## src/aft_pkg.sv

```systemverilog
`default_nettype none
package aft_pkg;

	typedef enum logic [2:0] {
		M_SKIP    = 3'd0,
		M_LEADCOM = 3'd1,
		M_NAME    = 3'd2,
		M_SPACES  = 3'd3,
		M_PERIOD  = 3'd4,
		M_ESCAPE  = 3'd5,
		M_TAILCOM = 3'd6
	} scan_mode_t;

	localparam logic [2:0] DLM_COLON = 3'd0;
	localparam logic [2:0] DLM_COMMA = 3'd1;
	localparam logic [2:0] DLM_NL    = 3'd2;
	localparam logic [2:0] DLM_SPACE = 3'd3;
	localparam logic [2:0] DLM_TAB   = 3'd4;
	localparam logic [2:0] DLM_EOI   = 3'd5;

	localparam logic [7:0] CH_PIPE   = 8'h7C;
	localparam logic [7:0] CH_COLON  = 8'h3A;
	localparam logic [7:0] CH_COMMA  = 8'h2C;
	localparam logic [7:0] CH_BSLASH = 8'h5C;
	localparam logic [7:0] CH_PERIOD = 8'h2E;
	localparam logic [7:0] CH_SPACE  = 8'h20;
	localparam logic [7:0] CH_TAB    = 8'h09;
	localparam logic [7:0] CH_NL     = 8'h0A;

	// what travels with a finished name from the parser to the emitter
	typedef struct packed {
		logic [2:0] delim;
		logic       found;
		logic       trunc;
		logic       bank;
	} job_meta_t;

	function automatic logic is_blank(input logic [7:0] c);
		is_blank = (c == CH_SPACE) || (c == CH_NL) || (c == CH_TAB);
	endfunction

	// mode after a byte seen inside a name
	function automatic scan_mode_t name_next(input logic [7:0] c);
		if (c == CH_COLON || c == CH_COMMA || c == CH_NL) begin
			name_next = M_SKIP;
		end else if (c == CH_PIPE) begin
			name_next = M_TAILCOM;
		end else if (c == CH_PERIOD) begin
			name_next = M_PERIOD;
		end else if (c == CH_BSLASH) begin
			name_next = M_ESCAPE;
		end else if (c == CH_SPACE) begin
			name_next = M_SPACES;
		end else begin
			name_next = M_NAME;
		end
	endfunction

endpackage
`default_nettype wire

```

## src/aft_parser.sv

```systemverilog
`default_nettype none
module aft_parser #(
	parameter int MAX_NAME_CHARS = 32,
	parameter int CW = $clog2(MAX_NAME_CHARS + 1),
	parameter int AW = $clog2(2 * MAX_NAME_CHARS)
) (
	input  wire logic                  clk,
	input  wire logic                  arst_n,
	input  wire logic                  accept,
	input  wire logic [7:0]            in_char,
	input  wire logic                  end_of_input,
	output logic                       wr_en,
	output logic [AW-1:0]              wr_addr,
	output logic [7:0]                 wr_data,
	output logic                       fin,
	output logic [CW-1:0]              job_n,
	output aft_pkg::job_meta_t         job_meta
);
	import aft_pkg::*;

	localparam logic [CW-1:0] MAXC = CW'(MAX_NAME_CHARS);
	localparam logic [AW-1:0] BANK_OFS = AW'(MAX_NAME_CHARS);

	scan_mode_t    mode_q, mode_d;
	logic [CW-1:0] kept_q, nb_q;
	logic          ovf_q, bank_q;

	logic          dot_commit, spec_dot, app_en, found;
	logic [2:0]    code;
	logic [CW-1:0] k1, nb1, wr_idx;
	logic          ov1, wr_ok;

	// next scan mode
	always_comb begin
		mode_d = mode_q;
		if (end_of_input) begin
			mode_d = M_SKIP;
		end else begin
			case (mode_q)
				M_LEADCOM: begin
					mode_d = (in_char == CH_NL) ? M_SKIP : M_LEADCOM;
				end
				M_NAME: begin
					mode_d = name_next(in_char);
				end
				M_SPACES: begin
					mode_d = (in_char == CH_SPACE) ? M_SPACES : name_next(in_char);
				end
				M_PERIOD: begin
					if (in_char == CH_PIPE) begin
						mode_d = M_TAILCOM;
					end else if (is_blank(in_char)) begin
						mode_d = M_SKIP;
					end else if (in_char == CH_BSLASH) begin
						mode_d = M_ESCAPE;
					end else begin
						mode_d = M_NAME;
					end
				end
				M_ESCAPE: begin
					mode_d = (in_char == CH_SPACE) ? M_SPACES : M_NAME;
				end
				M_TAILCOM: begin
					mode_d = (in_char == CH_NL) ? M_SKIP : M_TAILCOM;
				end
				default: begin
					if (in_char == CH_PIPE) begin
						mode_d = M_LEADCOM;
					end else if (is_blank(in_char)) begin
						mode_d = M_SKIP;
					end else begin
						mode_d = name_next(in_char);
					end
				end
			endcase
		end
	end

	// actions per byte; the period is written ahead and only counted once kept
	always_comb begin
		dot_commit = 1'b0;
		spec_dot   = 1'b0;
		app_en     = 1'b0;
		fin        = 1'b0;
		found      = 1'b1;
		code       = DLM_EOI;
		if (end_of_input) begin
			fin = 1'b1;
			case (mode_q)
				M_NAME, M_SPACES, M_ESCAPE, M_TAILCOM: found = 1'b1;
				M_PERIOD:                              dot_commit = 1'b1;
				default:                               found = 1'b0;
			endcase
		end else begin
			case (mode_q)
				M_LEADCOM: begin
				end
				M_PERIOD: begin
					if (in_char == CH_SPACE) begin
						fin  = 1'b1;
						code = DLM_SPACE;
					end else if (in_char == CH_TAB) begin
						fin  = 1'b1;
						code = DLM_TAB;
					end else if (in_char == CH_NL) begin
						fin  = 1'b1;
						code = DLM_NL;
					end else if (in_char != CH_PIPE) begin
						dot_commit = 1'b1;
						app_en     = (in_char != CH_BSLASH);
					end
				end
				M_ESCAPE: begin
					app_en = 1'b1;
				end
				M_TAILCOM: begin
					if (in_char == CH_NL) begin
						fin  = 1'b1;
						code = DLM_NL;
					end
				end
				default: begin
					// skip, name, spaces: only bytes that reach name handling
					if (mode_q == M_SPACES && in_char == CH_SPACE) begin
					end else if (mode_q != M_NAME && mode_q != M_SPACES &&
							(in_char == CH_PIPE || is_blank(in_char))) begin
					end else if (in_char == CH_COLON) begin
						fin  = 1'b1;
						code = DLM_COLON;
					end else if (in_char == CH_COMMA) begin
						fin  = 1'b1;
						code = DLM_COMMA;
					end else if (in_char == CH_NL) begin
						fin  = 1'b1;
						code = DLM_NL;
					end else if (in_char == CH_PERIOD) begin
						spec_dot = 1'b1;
					end else if (in_char != CH_PIPE && in_char != CH_BSLASH) begin
						app_en = 1'b1;
					end
				end
			endcase
		end
	end

	// length bookkeeping and buffer write
	always_comb begin
		k1    = kept_q;
		nb1   = nb_q;
		ov1   = ovf_q;
		wr_ok = 1'b0;
		if (dot_commit) begin
			if (k1 < MAXC) begin
				nb1 = CW'(k1 + 1'b1);
				k1  = CW'(k1 + 1'b1);
			end else begin
				ov1 = 1'b1;
			end
		end
		wr_idx = spec_dot ? kept_q : k1;
		if (app_en) begin
			if (k1 < MAXC) begin
				wr_ok = 1'b1;
				if (!is_blank(in_char)) nb1 = CW'(k1 + 1'b1);
				k1 = CW'(k1 + 1'b1);
			end else if (!is_blank(in_char)) begin
				ov1 = 1'b1;
			end
		end
		if (spec_dot && kept_q < MAXC) wr_ok = 1'b1;
	end

	assign wr_en   = accept && wr_ok;
	assign wr_data = spec_dot ? CH_PERIOD : in_char;
	assign wr_addr = bank_q ? AW'(BANK_OFS + AW'(wr_idx)) : AW'(wr_idx);

	assign job_n          = found ? nb1 : '0;
	assign job_meta.delim = code;
	assign job_meta.found = found;
	assign job_meta.trunc = found ? ov1 : 1'b0;
	assign job_meta.bank  = bank_q;

	always_ff @(posedge clk or negedge arst_n) begin
		if (!arst_n) begin
			mode_q <= M_SKIP;
			kept_q <= '0;
			nb_q   <= '0;
			ovf_q  <= 1'b0;
			bank_q <= 1'b0;
		end else if (accept) begin
			mode_q <= mode_d;
			if (fin) begin
				kept_q <= '0;
				nb_q   <= '0;
				ovf_q  <= 1'b0;
				bank_q <= ~bank_q;
			end else begin
				kept_q <= k1;
				nb_q   <= nb1;
				ovf_q  <= ov1;
			end
		end
	end

endmodule
`default_nettype wire

```

## src/aft_emitter.sv

```systemverilog
`default_nettype none
module aft_emitter #(
	parameter int MAX_NAME_CHARS = 32,
	parameter int CW = $clog2(MAX_NAME_CHARS + 1),
	parameter int AW = $clog2(2 * MAX_NAME_CHARS)
) (
	input  wire logic                  clk,
	input  wire logic                  arst_n,
	input  wire logic                  wr_en,
	input  wire logic [AW-1:0]         wr_addr,
	input  wire logic [7:0]            wr_data,
	input  wire logic                  fin,
	input  wire logic [CW-1:0]         job_n,
	input  wire aft_pkg::job_meta_t    job_meta,
	output logic                       job_full,
	output logic                       out_valid,
	input  wire logic                  out_stall,
	output logic [7:0]                 token_char,
	output logic                       char_valid,
	output logic                       last,
	output logic [2:0]                 delimiter,
	output logic                       found_token,
	output logic                       truncated
);
	import aft_pkg::*;

	localparam int DEPTH = 2 * MAX_NAME_CHARS;
	localparam logic [AW-1:0] BANK_OFS = AW'(MAX_NAME_CHARS);

	logic [7:0] mem [DEPTH];
	logic [7:0] rdata_q;

	logic          pend_valid_q;
	logic [CW-1:0] pend_n_q;
	job_meta_t     pend_meta_q;

	logic          act_valid_q;
	logic [CW-1:0] act_n_q, act_idx_q;
	job_meta_t     act_meta_q;

	logic          s1_valid_s1, s1_chv_s1, s1_last_s1;
	job_meta_t     s1_meta_s1;

	logic          out_valid_q;

	logic          s1_move, issue, last_issue, take_job;
	logic [CW:0]   idx_next;
	logic [AW-1:0] rd_addr;

	assign s1_move    = !out_valid_q || !out_stall;
	assign issue      = act_valid_q && (!s1_valid_s1 || s1_move);
	assign idx_next   = {1'b0, act_idx_q} + 1'b1;
	assign last_issue = idx_next >= {1'b0, act_n_q};
	assign take_job   = (!act_valid_q || (issue && last_issue)) && (pend_valid_q || fin);
	assign rd_addr    = act_meta_q.bank ? AW'(BANK_OFS + AW'(act_idx_q)) : AW'(act_idx_q);
	assign job_full   = pend_valid_q;

	always_ff @(posedge clk) begin
		if (wr_en) mem[wr_addr] <= wr_data;
	end

	always_ff @(posedge clk) begin
		if (issue) rdata_q <= mem[rd_addr];
	end

	// finished name waiting for the emitter
	always_ff @(posedge clk or negedge arst_n) begin
		if (!arst_n) begin
			pend_valid_q <= 1'b0;
		end else if (fin && !take_job) begin
			pend_valid_q <= 1'b1;
		end else if (take_job) begin
			pend_valid_q <= 1'b0;
		end
	end

	always_ff @(posedge clk) begin
		if (fin && !take_job) begin
			pend_n_q    <= job_n;
			pend_meta_q <= job_meta;
		end
	end

	// active name: walk its characters
	always_ff @(posedge clk or negedge arst_n) begin
		if (!arst_n) begin
			act_valid_q <= 1'b0;
			act_idx_q   <= '0;
		end else if (take_job) begin
			act_valid_q <= 1'b1;
			act_idx_q   <= '0;
		end else if (issue) begin
			act_valid_q <= !last_issue;
			act_idx_q   <= idx_next[CW-1:0];
		end
	end

	always_ff @(posedge clk) begin
		if (take_job) begin
			act_n_q    <= pend_valid_q ? pend_n_q : job_n;
			act_meta_q <= pend_valid_q ? pend_meta_q : job_meta;
		end
	end

	// read stage
	always_ff @(posedge clk or negedge arst_n) begin
		if (!arst_n) begin
			s1_valid_s1 <= 1'b0;
		end else if (issue) begin
			s1_valid_s1 <= 1'b1;
		end else if (s1_move) begin
			s1_valid_s1 <= 1'b0;
		end
	end

	always_ff @(posedge clk) begin
		if (issue) begin
			s1_chv_s1  <= (act_n_q != '0);
			s1_last_s1 <= last_issue;
			s1_meta_s1 <= act_meta_q;
		end
	end

	// output register
	always_ff @(posedge clk or negedge arst_n) begin
		if (!arst_n) begin
			out_valid_q <= 1'b0;
		end else if (s1_move) begin
			out_valid_q <= s1_valid_s1;
		end
	end

	always_ff @(posedge clk) begin
		if (s1_move && s1_valid_s1) begin
			token_char  <= s1_chv_s1 ? rdata_q : 8'h00;
			char_valid  <= s1_chv_s1;
			last        <= s1_last_s1;
			delimiter   <= s1_meta_s1.delim;
			found_token <= s1_meta_s1.found;
			truncated   <= s1_meta_s1.trunc;
		end
	end

	assign out_valid = out_valid_q;

endmodule
`default_nettype wire

```

## src/attribute_file_tokenizer_top.sv

```systemverilog
// Name tokenizer for attribute files.
// Input channel: one byte per request (in_char), or an end marker (end_of_input),
// handshaked by in_valid / in_stall. Output channel: one request per character
// of each finished name (one with char_valid low if empty), with last set on
// the final one and the delimiter code, found_token and truncated repeated on
// every request of the name. Bytes are parsed at one per cycle unless input
// stalls. A name is stored in a two-bank buffer memory; when it ends, the
// emitter reads it back one character per cycle unless output stalls, through
// a registered read and an output register as the parser fills the other bank.
// Input stalls as soon as a name finishes while the emitter is still reading out
// an earlier one; it then waits until that earlier name's last read is issued.
// Sustained rate: one byte per cycle as long as names are emitted no slower
// than they arrive, bound by the single read port of the buffer memory.
// Output stall holds the output register and backs up reads and then input.
// Reset puts the parser in blank skipping with empty counters and clears all
// valid flags; buffer contents are not cleared and need no clearing pass.
`default_nettype none
module attribute_file_tokenizer_top #(
	parameter int MAX_NAME_CHARS = 32
) (
	input  wire logic       clk,
	input  wire logic       arst_n,
	input  wire logic       in_valid,
	output logic            in_stall,
	input  wire logic [7:0] in_char,
	input  wire logic       end_of_input,
	output logic            out_valid,
	input  wire logic       out_stall,
	output logic [7:0]      token_char,
	output logic            char_valid,
	output logic            last,
	output logic [2:0]      delimiter,
	output logic            found_token,
	output logic            truncated
);
	import aft_pkg::*;

	localparam int CW = $clog2(MAX_NAME_CHARS + 1);
	localparam int AW = $clog2(2 * MAX_NAME_CHARS);

	logic          accept;
	logic          wr_en;
	logic [AW-1:0] wr_addr;
	logic [7:0]    wr_data;
	logic          fin;
	logic [CW-1:0] job_n;
	job_meta_t     job_meta;
	logic          job_full;

	// while a finished name waits, the parser's next bank is still being read out
	assign in_stall = job_full;
	assign accept   = in_valid && !job_full;

	aft_parser #(
		.MAX_NAME_CHARS(MAX_NAME_CHARS),
		.CW(CW),
		.AW(AW)
	) u_parser (
		.clk(clk),
		.arst_n(arst_n),
		.accept(accept),
		.in_char(in_char),
		.end_of_input(end_of_input),
		.wr_en(wr_en),
		.wr_addr(wr_addr),
		.wr_data(wr_data),
		.fin(fin),
		.job_n(job_n),
		.job_meta(job_meta)
	);

	aft_emitter #(
		.MAX_NAME_CHARS(MAX_NAME_CHARS),
		.CW(CW),
		.AW(AW)
	) u_emitter (
		.clk(clk),
		.arst_n(arst_n),
		.wr_en(wr_en),
		.wr_addr(wr_addr),
		.wr_data(wr_data),
		.fin(fin && accept),
		.job_n(job_n),
		.job_meta(job_meta),
		.job_full(job_full),
		.out_valid(out_valid),
		.out_stall(out_stall),
		.token_char(token_char),
		.char_valid(char_valid),
		.last(last),
		.delimiter(delimiter),
		.found_token(found_token),
		.truncated(truncated)
	);

endmodule
`default_nettype wire
```

## config.mk

```make
export PLATFORM = sky130hd
export DESIGN_NAME = attribute_file_tokenizer_top
export DESIGN_NICKNAME = d
export VERILOG_FILES = /design/src/aft_pkg.sv /design/src/aft_parser.sv /design/src/aft_emitter.sv /design/src/attribute_file_tokenizer_top.sv
export SDC_FILE = /design/constraint.sdc
export NUM_CORES = 1
export LEC_CHECK = 0
export BUFFER_PORTS_ARGS = -buffer_cell sky130_fd_sc_hd__clkbuf_2
export CORE_MARGIN = 2
export CORE_UTILIZATION = 43
export DETAILED_ROUTE_END_ITERATION = 8
export SLEW_MARGIN = 20
export SYNTH_ARGS = -nofsm -noshare
export SYNTH_HDL_FRONTEND = slang
export SYNTH_SLANG_ARGS = --single-unit
```

## constraint.sdc

```tcl
create_clock -name clk -period 6.3 [get_ports clk]
set_input_delay 0.315 -clock clk [delete_from_list [all_inputs] [get_ports clk]]
set_output_delay 0.315 -clock clk [all_outputs]
set_load 0.01 [all_outputs]
```

## Word level (Yosys, flattened, before mapping)

Memories as Yosys holds them, arrays and structs flattened. A register that Yosys moved wholly into a read port is not among the register bits.
Cells that the tools add are included.

- Bits in registers: 73
- Bits in latches: 0
- RAM bits: 512
- ROM bits: 0
- Output and inout port bits: 17
- Word-level logic and storage cells: 202
- Memories: 1

- Add/subtract/negate cells: 5
- $mul: 0
- Div/mod/pow operators: 0
- $lt $le $gt $ge: 3
- Eq/ne operators: 18
- Shift operators: 0
- Muxes and demuxes: 105
- Bitwise gates (word level): 1
- Reductions and logical operators: 38

Memories:

| name | depth | width | rd ports | clocked after Yosys merged registers in | write ports | RTL line | source |
|---|---|---|---|---|---|---|---|
| u_emitter.mem | 64 | 8 | 1 | 1 | 1 | aft_emitter.sv:30 | `logic [7:0] mem [DEPTH];` |

Operator list:

| kind | number |
|---|---|
| $mux 6 | 19 |
| $mux 3 | 24 |
| $mux 1 | 57 |
| $eq 8x6->1 const B | 4 |
| $pmux 3 s6 | 1 |
| $eq 8x4->1 const B | 2 |
| $eq 8x7->1 const B | 2 |
| $ne 8x7->1 const B | 2 |
| $logic_and 1x1->1 | 13 |
| $add 6x1->6 const B | 2 |
| $add 6x6->6 const A | 2 |
| $lt 6x6->1 const B | 2 |
| $eq 3x3->1 const B | 3 |
| $logic_or 1x1->1 | 9 |
| $pmux 3 s3 | 1 |
| $mux 8 | 1 |
| $add 6x1->7 const B | 1 |
| $ge 7x6->1 | 1 |
| $logic_not 1->1 | 7 |
| $eq 3x2->1 const B | 2 |
| $ne 3x2->1 const B | 2 |
| $pmux 1 s3 | 2 |
| $reduce_bool 2->1 | 3 |
| $reduce_bool 6->1 | 1 |
| other kinds (6) | 7 |

## Depth between registers and ports, before layout

Gate-level depths: netlist of run 1.

- Depth in word-level cells: 16
- Gate-level depth with buffers: 16
- Gate-level depth less buffers: 13

## Cells and area by module

From an unflattened synthesis of run 1, not the netlist that was laid out.

- Cells, all modules: 1428
- Area, all modules: 24766.3 um^2

Modules (own cells, without submodules):

| module | instances | cells an instance | area each (um^2) | seq. area each (um^2) |
|---|---|---|---|---|
| aft_emitter | 1 | 1124 | 22580.4 | 17246.5 |
| aft_parser | 1 | 302 | 2170.8 | 425.4 |
| attribute_file_tokenizer_top | 1 | 2 | 15.0 | 0.0 |

## Worst setup path after synthesis of run 1

OpenSTA, ideal clock, no wires.

- Path type: reg-to-reg
- From: register u_emitter.act_idx_q[0]
- To: register u_emitter.pend_meta_q[0] (netlist bit), enable pin
- Library setup time: 0.380 ns
- Arrival time: 3.881 ns
- Required time: 5.920 ns
- Slack: 2.039 ns
- Cell stages (with the launch flop): 13
- Path buffers: 4
- Cells stage by stage: dfrtp_1 > clkbuf_1 > clkbuf_1 > buf_1 > clkbuf_1 > nand2_1 > xnor2_1 > ha_1 > a21o_1 > a21o_1 > a211oi_1 > o21ai_0 > nor2_1

- Longest elaborated chain between the ends: 7

Ends and longest elaborated chain:

| what | RTL line | source |
|---|---|---|
| from (decl) | aft_emitter.sv:38 | `logic [CW-1:0] act_n_q, act_idx_q;` |
| from (signal assigned) | aft_emitter.sv:94 | `act_idx_q <= idx_next[CW-1:0];` |
| $add 6x1->7 | aft_emitter.sv:52 | `assign idx_next = {1'b0, act_idx_q} + 1'b1;` |
| $ge 7x6->1 | aft_emitter.sv:53 | `assign last_issue = idx_next >= {1'b0, act_n_q};` |
| $logic_and 1x1->1 | aft_emitter.sv:54 | `assign take_job = (!act_valid_q \|\| (issue && last_issue)) && (pend_valid_q \|\| fin);` |
| $logic_or 1x1->1 | aft_emitter.sv:54 |  |
| $logic_and 1x1->1 | aft_emitter.sv:54 |  |
| $logic_not 1->1 | aft_emitter.sv:78 | `if (fin && !take_job) begin` |
| $logic_and 1x1->1 | aft_emitter.sv:78 |  |
| to (signal assigned) | aft_emitter.sv:80 | `pend_meta_q <= job_meta;` |
| to (decl) | aft_emitter.sv:35 | `job_meta_t pend_meta_q;` |

Every way passes these cells.
A chain may end at the register's enable or synchronous reset.

## Worst setup path in the final report of run 1

- From: register u_parser.mode_q[2]
- To: memory u_emitter.mem[59][6], enable pin

- Longest elaborated chain between the ends: 12

Ends and longest elaborated chain:

| what | RTL line | source |
|---|---|---|
| from (decl) | aft_parser.sv:24 | `scan_mode_t mode_q, mode_d;` |
| from (signal assigned) | aft_parser.sv:191 | `mode_q <= mode_d;` |
| parallel branches: the longest is 12 deep, another holds $lt 6x6->1 | - |  |
| to (decl) | aft_emitter.sv:30 |  |

Parallel ways; which one is timed is not known.

==> impl_results.md, run 1 <==
* CP required at 6.56 ns
* Share of layout cells above drive strength 1 at 0.162
* Vias/cell at 5.80
* Final GP Congestion at 0.881
* CTS root buf: clkbuf_16
* Pwr Density at 411 nW/µm²
* Worst path slowest cell: nor2_1
* Fmax at 238 MHz
* Area delta synth->final at 11.2%
* FF-to-FF path depth at 7
* Setup WS post-layout at 2.10 ns
* Synth Warn # at 0
* M1 WL at 25000 µm
* Top-area cell type share of the netlist area at 0.690
* Crit share post-route at 0.666
* Most common cell after layout, fill and taps aside: edfxtp_1
* Net Count, Synth at 1542
* CP max FO at 17
* CP Capture Type: flop
* Worst Path Buf+Inv at 0
* Clock sinks at 593
* Cts bufs inserted at 58
* Ranking of synthesized cells by area: edfxtp_1 (69%), mux4_2 (6.6%), mux2i_1 (4.1%)
* Commonest non-fill, non-tap cells in the layout: edfxtp_1 (566), nor2_1 (100), mux2i_1 (100), nand2_1 (93), a21oi_1 (91)
* Cell Rows at 87
* RSZ-0062 raised after global routing: no
* Place WS at 1.60 ns
* Post-DP HPWL at 36300 µm
* Clock network power share at 0.296
* Largest net degree at the start of global routing at 100
* Status: finished clean
* Uppermost layer routed: met4
* Pint at 7.69 mW
* Filler instances at 4693
* First-pass GRT wire length at 85700 µm
* P_leak at 8.93 nW
* Register area share after synthesis at 0.717
* Later-pin clock latency in the skew report at 0.63 ns
* CP delay by family, top: simple AND/OR/NAND/NOR gates
* Final ANT Viol Nets at 0
* Worst reg2reg setup slack at 2.10 ns
* Prevailing post-synth register cell: edfxtp_1
* Distinct cells, synth at 71
* Fin. max-slew vios at 0
* Combinational power share at 0.284
* H-Tree Level Count at 2
* R2r endpoint: u_emitter.mem[59][6]
* Clock transition at path regs at 0.06 ns
* Mean post-synth cell area at 16.2 µm²
* Fin Setup TNS at 0 ns
* Vias in the first global route at 13400
* Hold path cells at 4
* Hold EP: u_parser.mode_q[0]
* # setup viols final at 0
* Tmin final at 4.20 ns
* I/O Pins at 30
* GRT Residual Overflow at 0
* DRC errors left at 0
* Total GRT Usage at 0.193
* Post-Synthesis Cells at 1519
* Relative slew slack at 0.292
* Drt wl/cell at 24.4 µm
* Initial core utilization at 0.436
* Critical R2R Launch: u_parser.mode_q[2]
* Max-cap violations at 0
* TritonCTS clock tree: built
* Crit path kind: flop to flop
* CP Launch Type: flop
* Clock buffer depth at 3
* Worst-Margin Slew at 1.06 ns
* Met2 wire len at 27200 µm
* Initial DRC Count at 1338
* Slowest stage delay, CP at 0.67 ns
* Crit path DAT at 4.46 ns
* Drt pass-1 iters at 5
* Diode count at 0
* Hold Crit Class: input pin to flop
* Port buffer count at 29
* Initial antenna violation count at 1
* Most area-hungry cell type in the Yosys netlist: edfxtp_1
* Cell area after layout at 27400 µm²
* Worst clock skew at 0.0246 ns
* Dpl cell area at 25600 µm²
* Sw Ratio at 0.316
* Most used cell, CP: nand2_1
* Final hold vios at 0
* VDD IR max at 0.000235 V
* Die X at 243 µm
* Hold Startpoint: end_of_input
* Post-Syn Area at 24600 µm²
* Worst-path cell chain: nand2_1 -> or3_1 -> nor2_1 -> nand2_1 -> o32ai_1 -> nand2_1 -> nor2_1
* Met3 Wirelength at 3470 µm
* Post-synth EDFFs at 566
* Final net count at 1563
* Core box area at 56500 µm²
* Psw at 3.56 mW
* Die area at 59300 µm²
* Post-synthesis async set-or-reset flop share at 0.0455
* Post-CTS resize count at 0
* Die H at 243 µm
* Final WL at 57200 µm
* Share of power burned in registers at 0.420
* Register bit total from synthesis at 593
* Vias at 13600
per-layer routing:
layer / up-vias / global-route usage
li1: 6055 / -
met1: 6938 / 0.270
met2: 505 / 0.313
met3: 92 / 0.0307
met4: 0 / 0.0613
met5: - / 0
state kept, by name, indices dropped and copies added (netlist names), 5 cells and up:
| signal | flops |
|---|---|
| u_emitter.pend_n_q | 6 |
| u_emitter.rdata_q | 8 |
| u_emitter.pend_meta_q | 6 |
| u_parser.kept_q | 6 |
| u_emitter.act_meta_q | 6 |
| u_emitter.s1_meta_s1 | 5 |
| u_emitter.mem | 512 |
| u_emitter.act_n_q | 6 |
| u_emitter.token_char | 8 |
| u_parser.nb_q | 6 |
| u_emitter.act_idx_q | 6 |
power groups by stage:
stage	clock (mW)	combinational, mW	sequential [mW]
3_5_place_dp	0	3.21	4.81
2_1_floorplan	0	2.33	4.67
6_report	3.33	3.20	4.72
5_1_grt	3.54	3.44	4.75
4_1_cts	3.40	3.21	4.72
3_3_place_gp	0	3.18	4.81
worst register-to-register path: stages (launching register included):
cell,delay [ns]
dfrtp_1,0.65
nand2_1,0.23
or3_1,0.41
nor2_1,0.61
nand2_1,0.22
o32ai_1,0.56
nand2_1,0.49
nor2_1,0.67
worst max-delay path by stage:
stage                            from                  endpoint  slack [ns]  cells past startpoint
5_1_grt            u_parser.mode_q[2]      u_emitter.mem[59][1]        1.82                      7
3_3_place_gp               in_char[7]       u_emitter.mem[4][4]        1.68                      9
4_1_cts            u_parser.mode_q[2]      u_emitter.mem[59][6]        2.20                      7
6_report           u_parser.mode_q[2]      u_emitter.mem[59][6]        2.10                      7
3_5_place_dp               in_char[7]       u_emitter.mem[8][7]        1.60                      9
2_1_floorplan  u_emitter.act_idx_q[0]  u_emitter.pend_meta_q[0]        2.04                     12
synth_stat cells (7+ instances only):
library cell	instances
o22ai_1	35
mux2i_1	100
nor2_1	100
ha_1	10
inv_1	16
mux4_2	72
a31oi_1	8
edfxtp_1	566
buf_1	11
nand3_1	16
nor3_1	9
xnor2_1	12
nand2b_1	18
dfrtp_1	27
a22o_1	7
a21o_1	8
clkbuf_1	73
nand2_1	93
and2_1	15
a21oi_1	91
o221ai_1	34
and3_1	7
mux2_2	38
o21ai_0	56
what timing repair did:
item                      4_1_cts  5_1_grt
buffers inserted                0        0
hold endpoints to repair       29        0
hold buffers                    2        0
logic make-up after synthesis:
group / share of synthesized area
flops: 0.717
simple gates: 0.0553
compound gates: 0.0758
mux: 0.124
buf+inv: 0.0172
xor+xnor: 0.00604
fa+ha+maj: 0.00508
layout make-up:
class	instances	area, µm²	area share
inverters	16	60.1	0.00219
clock buffers	79	1580	0.0577
multi-input cells	819	6560	0.239
repair buffers	52	335	0.0122
well taps	756	946	0.0345
clock inverters	27	246	0.00899
flip-flops and latches	593	17700	0.645
per-stage QoR:
step / std cells / utilization / total power [mW] / hold slack (ns)
3_5_place_dp: 2234 / 0.452 / 8.01 / 0.413
2_1_floorplan: 1519 / - / 7.01 / 0.0194
6_report: 2342 / 0.485 / 11.3 / 0.193
3_3_place_gp: 2234 / 0.452 / 7.99 / 0.408
5_1_grt: 2342 / 0.485 / 11.7 / 0.231
4_1_cts: 2342 / 0.485 / 11.3 / 0.161
No activity file was read; power rests on OpenSTA's default activity.
==> inputs of run 2 (changes only) <==
==> constraint.sdc (replaced) <==
create_clock -name clk -period 3.8 [get_ports clk]
set_input_delay 0.19 -clock clk [delete_from_list [all_inputs] [get_ports clk]]
set_output_delay 0.19 -clock clk [all_outputs]
set_load 0.01 [all_outputs]
==> run 2 against run 1 <==
Compared with the run above:
- critical path depth rose by 3
- die area stayed put
- final area grew 3.2%
- utilization rose by 1.5 points
- combinational power is 74% higher
- sequential cell count unchanged
- non-clock buffer count grew 104
- sequential share of layout area is 2.0 points lower
- register-to-register slack got worse by 1.8 ns
- global-route usage is 0.65 points higher
- final cell count up 4.6%
- critical endpoint is now u_emitter.mem[47][3]
==> impl_results.md, run 2 (synthesized netlist as in run 1, its figures left out) <==
* Final hold vios at 0
* Final WL at 58700 µm
* Diode count at 0
* CP Capture Type: flop
* CP Launch Type: flop
* Drt pass-1 iters at 7
* Clock sinks at 593
* Worst clock skew at 0.0472 ns
* VDD IR max at 0.000519 V
* Fmax at 289 MHz
* P_leak at 9.51 nW
* First-pass GRT wire length at 89300 µm
* Largest net degree at the start of global routing at 96
* Commonest non-fill, non-tap cells in the layout: edfxtp_1 (566), buf_4 (124), mux2i_1 (100), nor2_1 (99), nand2_1 (93)
* Area delta synth->final at 14.7%
* Cell area after layout at 28300 µm²
* Worst reg2reg setup slack at 0.34 ns
* Hold EP: u_emitter.act_idx_q[5]
* # setup viols final at 0
* Hold Startpoint: in_valid
* Relative slew slack at 0.263
* Cts bufs inserted at 59
* Post-DP HPWL at 36500 µm
* Drt wl/cell at 24.0 µm
* GRT Residual Overflow at 0
* Cell Rows at 87
* Final net count at 1668
* TritonCTS clock tree: built
* Crit path DAT at 3.77 ns
* Status: finished clean
* CTS root buf: clkbuf_16
* FF-to-FF path depth at 10
* Dpl cells at 2338
* Vias in the first global route at 14200
* Post-CTS setup buffer count at 0
* Share of layout cells above drive strength 1 at 0.218
* Crit share post-route at 0.910
* Initial DRC Count at 1180
* Die area at 59300 µm²
* Core box area at 56500 µm²
* Non-filler cells, final at 2450
* R2r endpoint: u_emitter.mem[47][3]
* Biggest registers after layout: u_emitter.mem x512, u_emitter.rdata_q x8, u_emitter.token_char x8
* Hold path cells at 4
* Vias/cell at 5.70
* Initial core utilization at 0.436
* Final ANT Viol Nets at 0
* Initial antenna violation count at 0
* Vias at 14000
* Clock buffer depth at 3
* Clock transition at path regs at 0.06 ns
* Port buffer count at 29
* Fin Setup TNS at 0 ns
* Later-pin clock latency in the skew report at 0.65 ns
* Fin. max-slew vios at 0
* H-Tree Level Count at 2
* Largest register FFs at 512
* Critical R2R Launch: u_parser.mode_q[0]
* Reg with most FFs: u_emitter.mem
* Die X at 243 µm
* Tmin final at 3.46 ns
* RSZ-0062 raised after global routing: no
* Worst-Margin Slew at 1.10 ns
* CP max FO at 8
* Die H at 243 µm
* Crit path kind: flop to flop
* DRC errors left at 0
* Pwr Density at 673 nW/µm²
* I/O Pins at 30
* Most common cell after layout, fill and taps aside: edfxtp_1
* Hold Crit Class: input pin to flop
* Final GP Congestion at 0.909
* CP required at 4.11 ns
* Dpl cell area at 26300 µm²
* Total GRT Usage at 0.200
* Max-cap violations at 0
## run 2: stage by stage
stage | hold slack, ns | util | setup WS [ns] | total power [mW]
2_1_floorplan | -0.106 | - | 0.0674 | 11.6
3_3_place_gp | 0.321 | 0.466 | 0.139 | 13.4
3_5_place_dp | 0.302 | 0.466 | 0.0439 | 13.5
4_1_cts | 0.0272 | 0.501 | 0.357 | 19.2
5_1_grt | 0.0736 | 0.501 | 0.228 | 19.9
6_report | 0.0576 | 0.501 | 0.341 | 19.0
## run 2: how the worst max path moves through the flow
stage                          endpoint  slack [ns]              startpoint  cells past startpoint
2_1_floorplan  u_emitter.pend_meta_q[0]        0.07  u_emitter.act_idx_q[0]                     12
5_1_grt            u_emitter.mem[47][4]        0.23      u_parser.mode_q[0]                     10
6_report           u_emitter.mem[47][3]        0.34      u_parser.mode_q[0]                     10
3_5_place_dp       u_emitter.mem[39][4]        0.04              in_char[7]                     11
3_3_place_gp       u_emitter.mem[39][4]        0.14              in_char[7]                     11
4_1_cts            u_emitter.mem[47][2]        0.36      u_parser.mode_q[0]                     10
## run 2: per-layer routing
layer,part of all wire,track usage,routed length [µm]
met4,0.020,0.0561,1200
met1,0.44,0.283,25700
met2,0.48,0.327,28400
met3,0.058,0.0262,3430
met5,0,0,0
## run 2: final cells by class
class / count / area (µm²)
tap: 756 / 946
fill: 4683 / 28200
clock inverter: 40 / 399
timing repair buffer: 156 / 1120
inverter: 16 / 60.1
multi-input combinational: 819 / 6560
clock buffer: 70 / 1520
sequential: 593 / 17700
## run 2: worst max-delay path, cell delays in order (launching register included)
cell and delay [ns]:
dfrtp_1 0.38, inv_1 0.15, nand2_1 0.15, nor3_1 0.42, nand2_1 0.28, buf_4 0.22
o21ai_0 0.57, nand2_1 0.38, buf_4 0.25, nor2_1 0.12, buf_4 0.21
## run 2: timing repair
| action | CTS | global route |
|---|---|---|
| gates resized for setup | 0 | 0 |
| hold buffers | 2 | 0 |
| hold endpoints to repair | 29 | 0 |
## run 2: where the power goes
group,internal [mW],total [mW],switching [mW]
sequential,7.51,7.73,0.219
clock,3.27,5.74,2.47
combinational,2.22,5.56,3.34
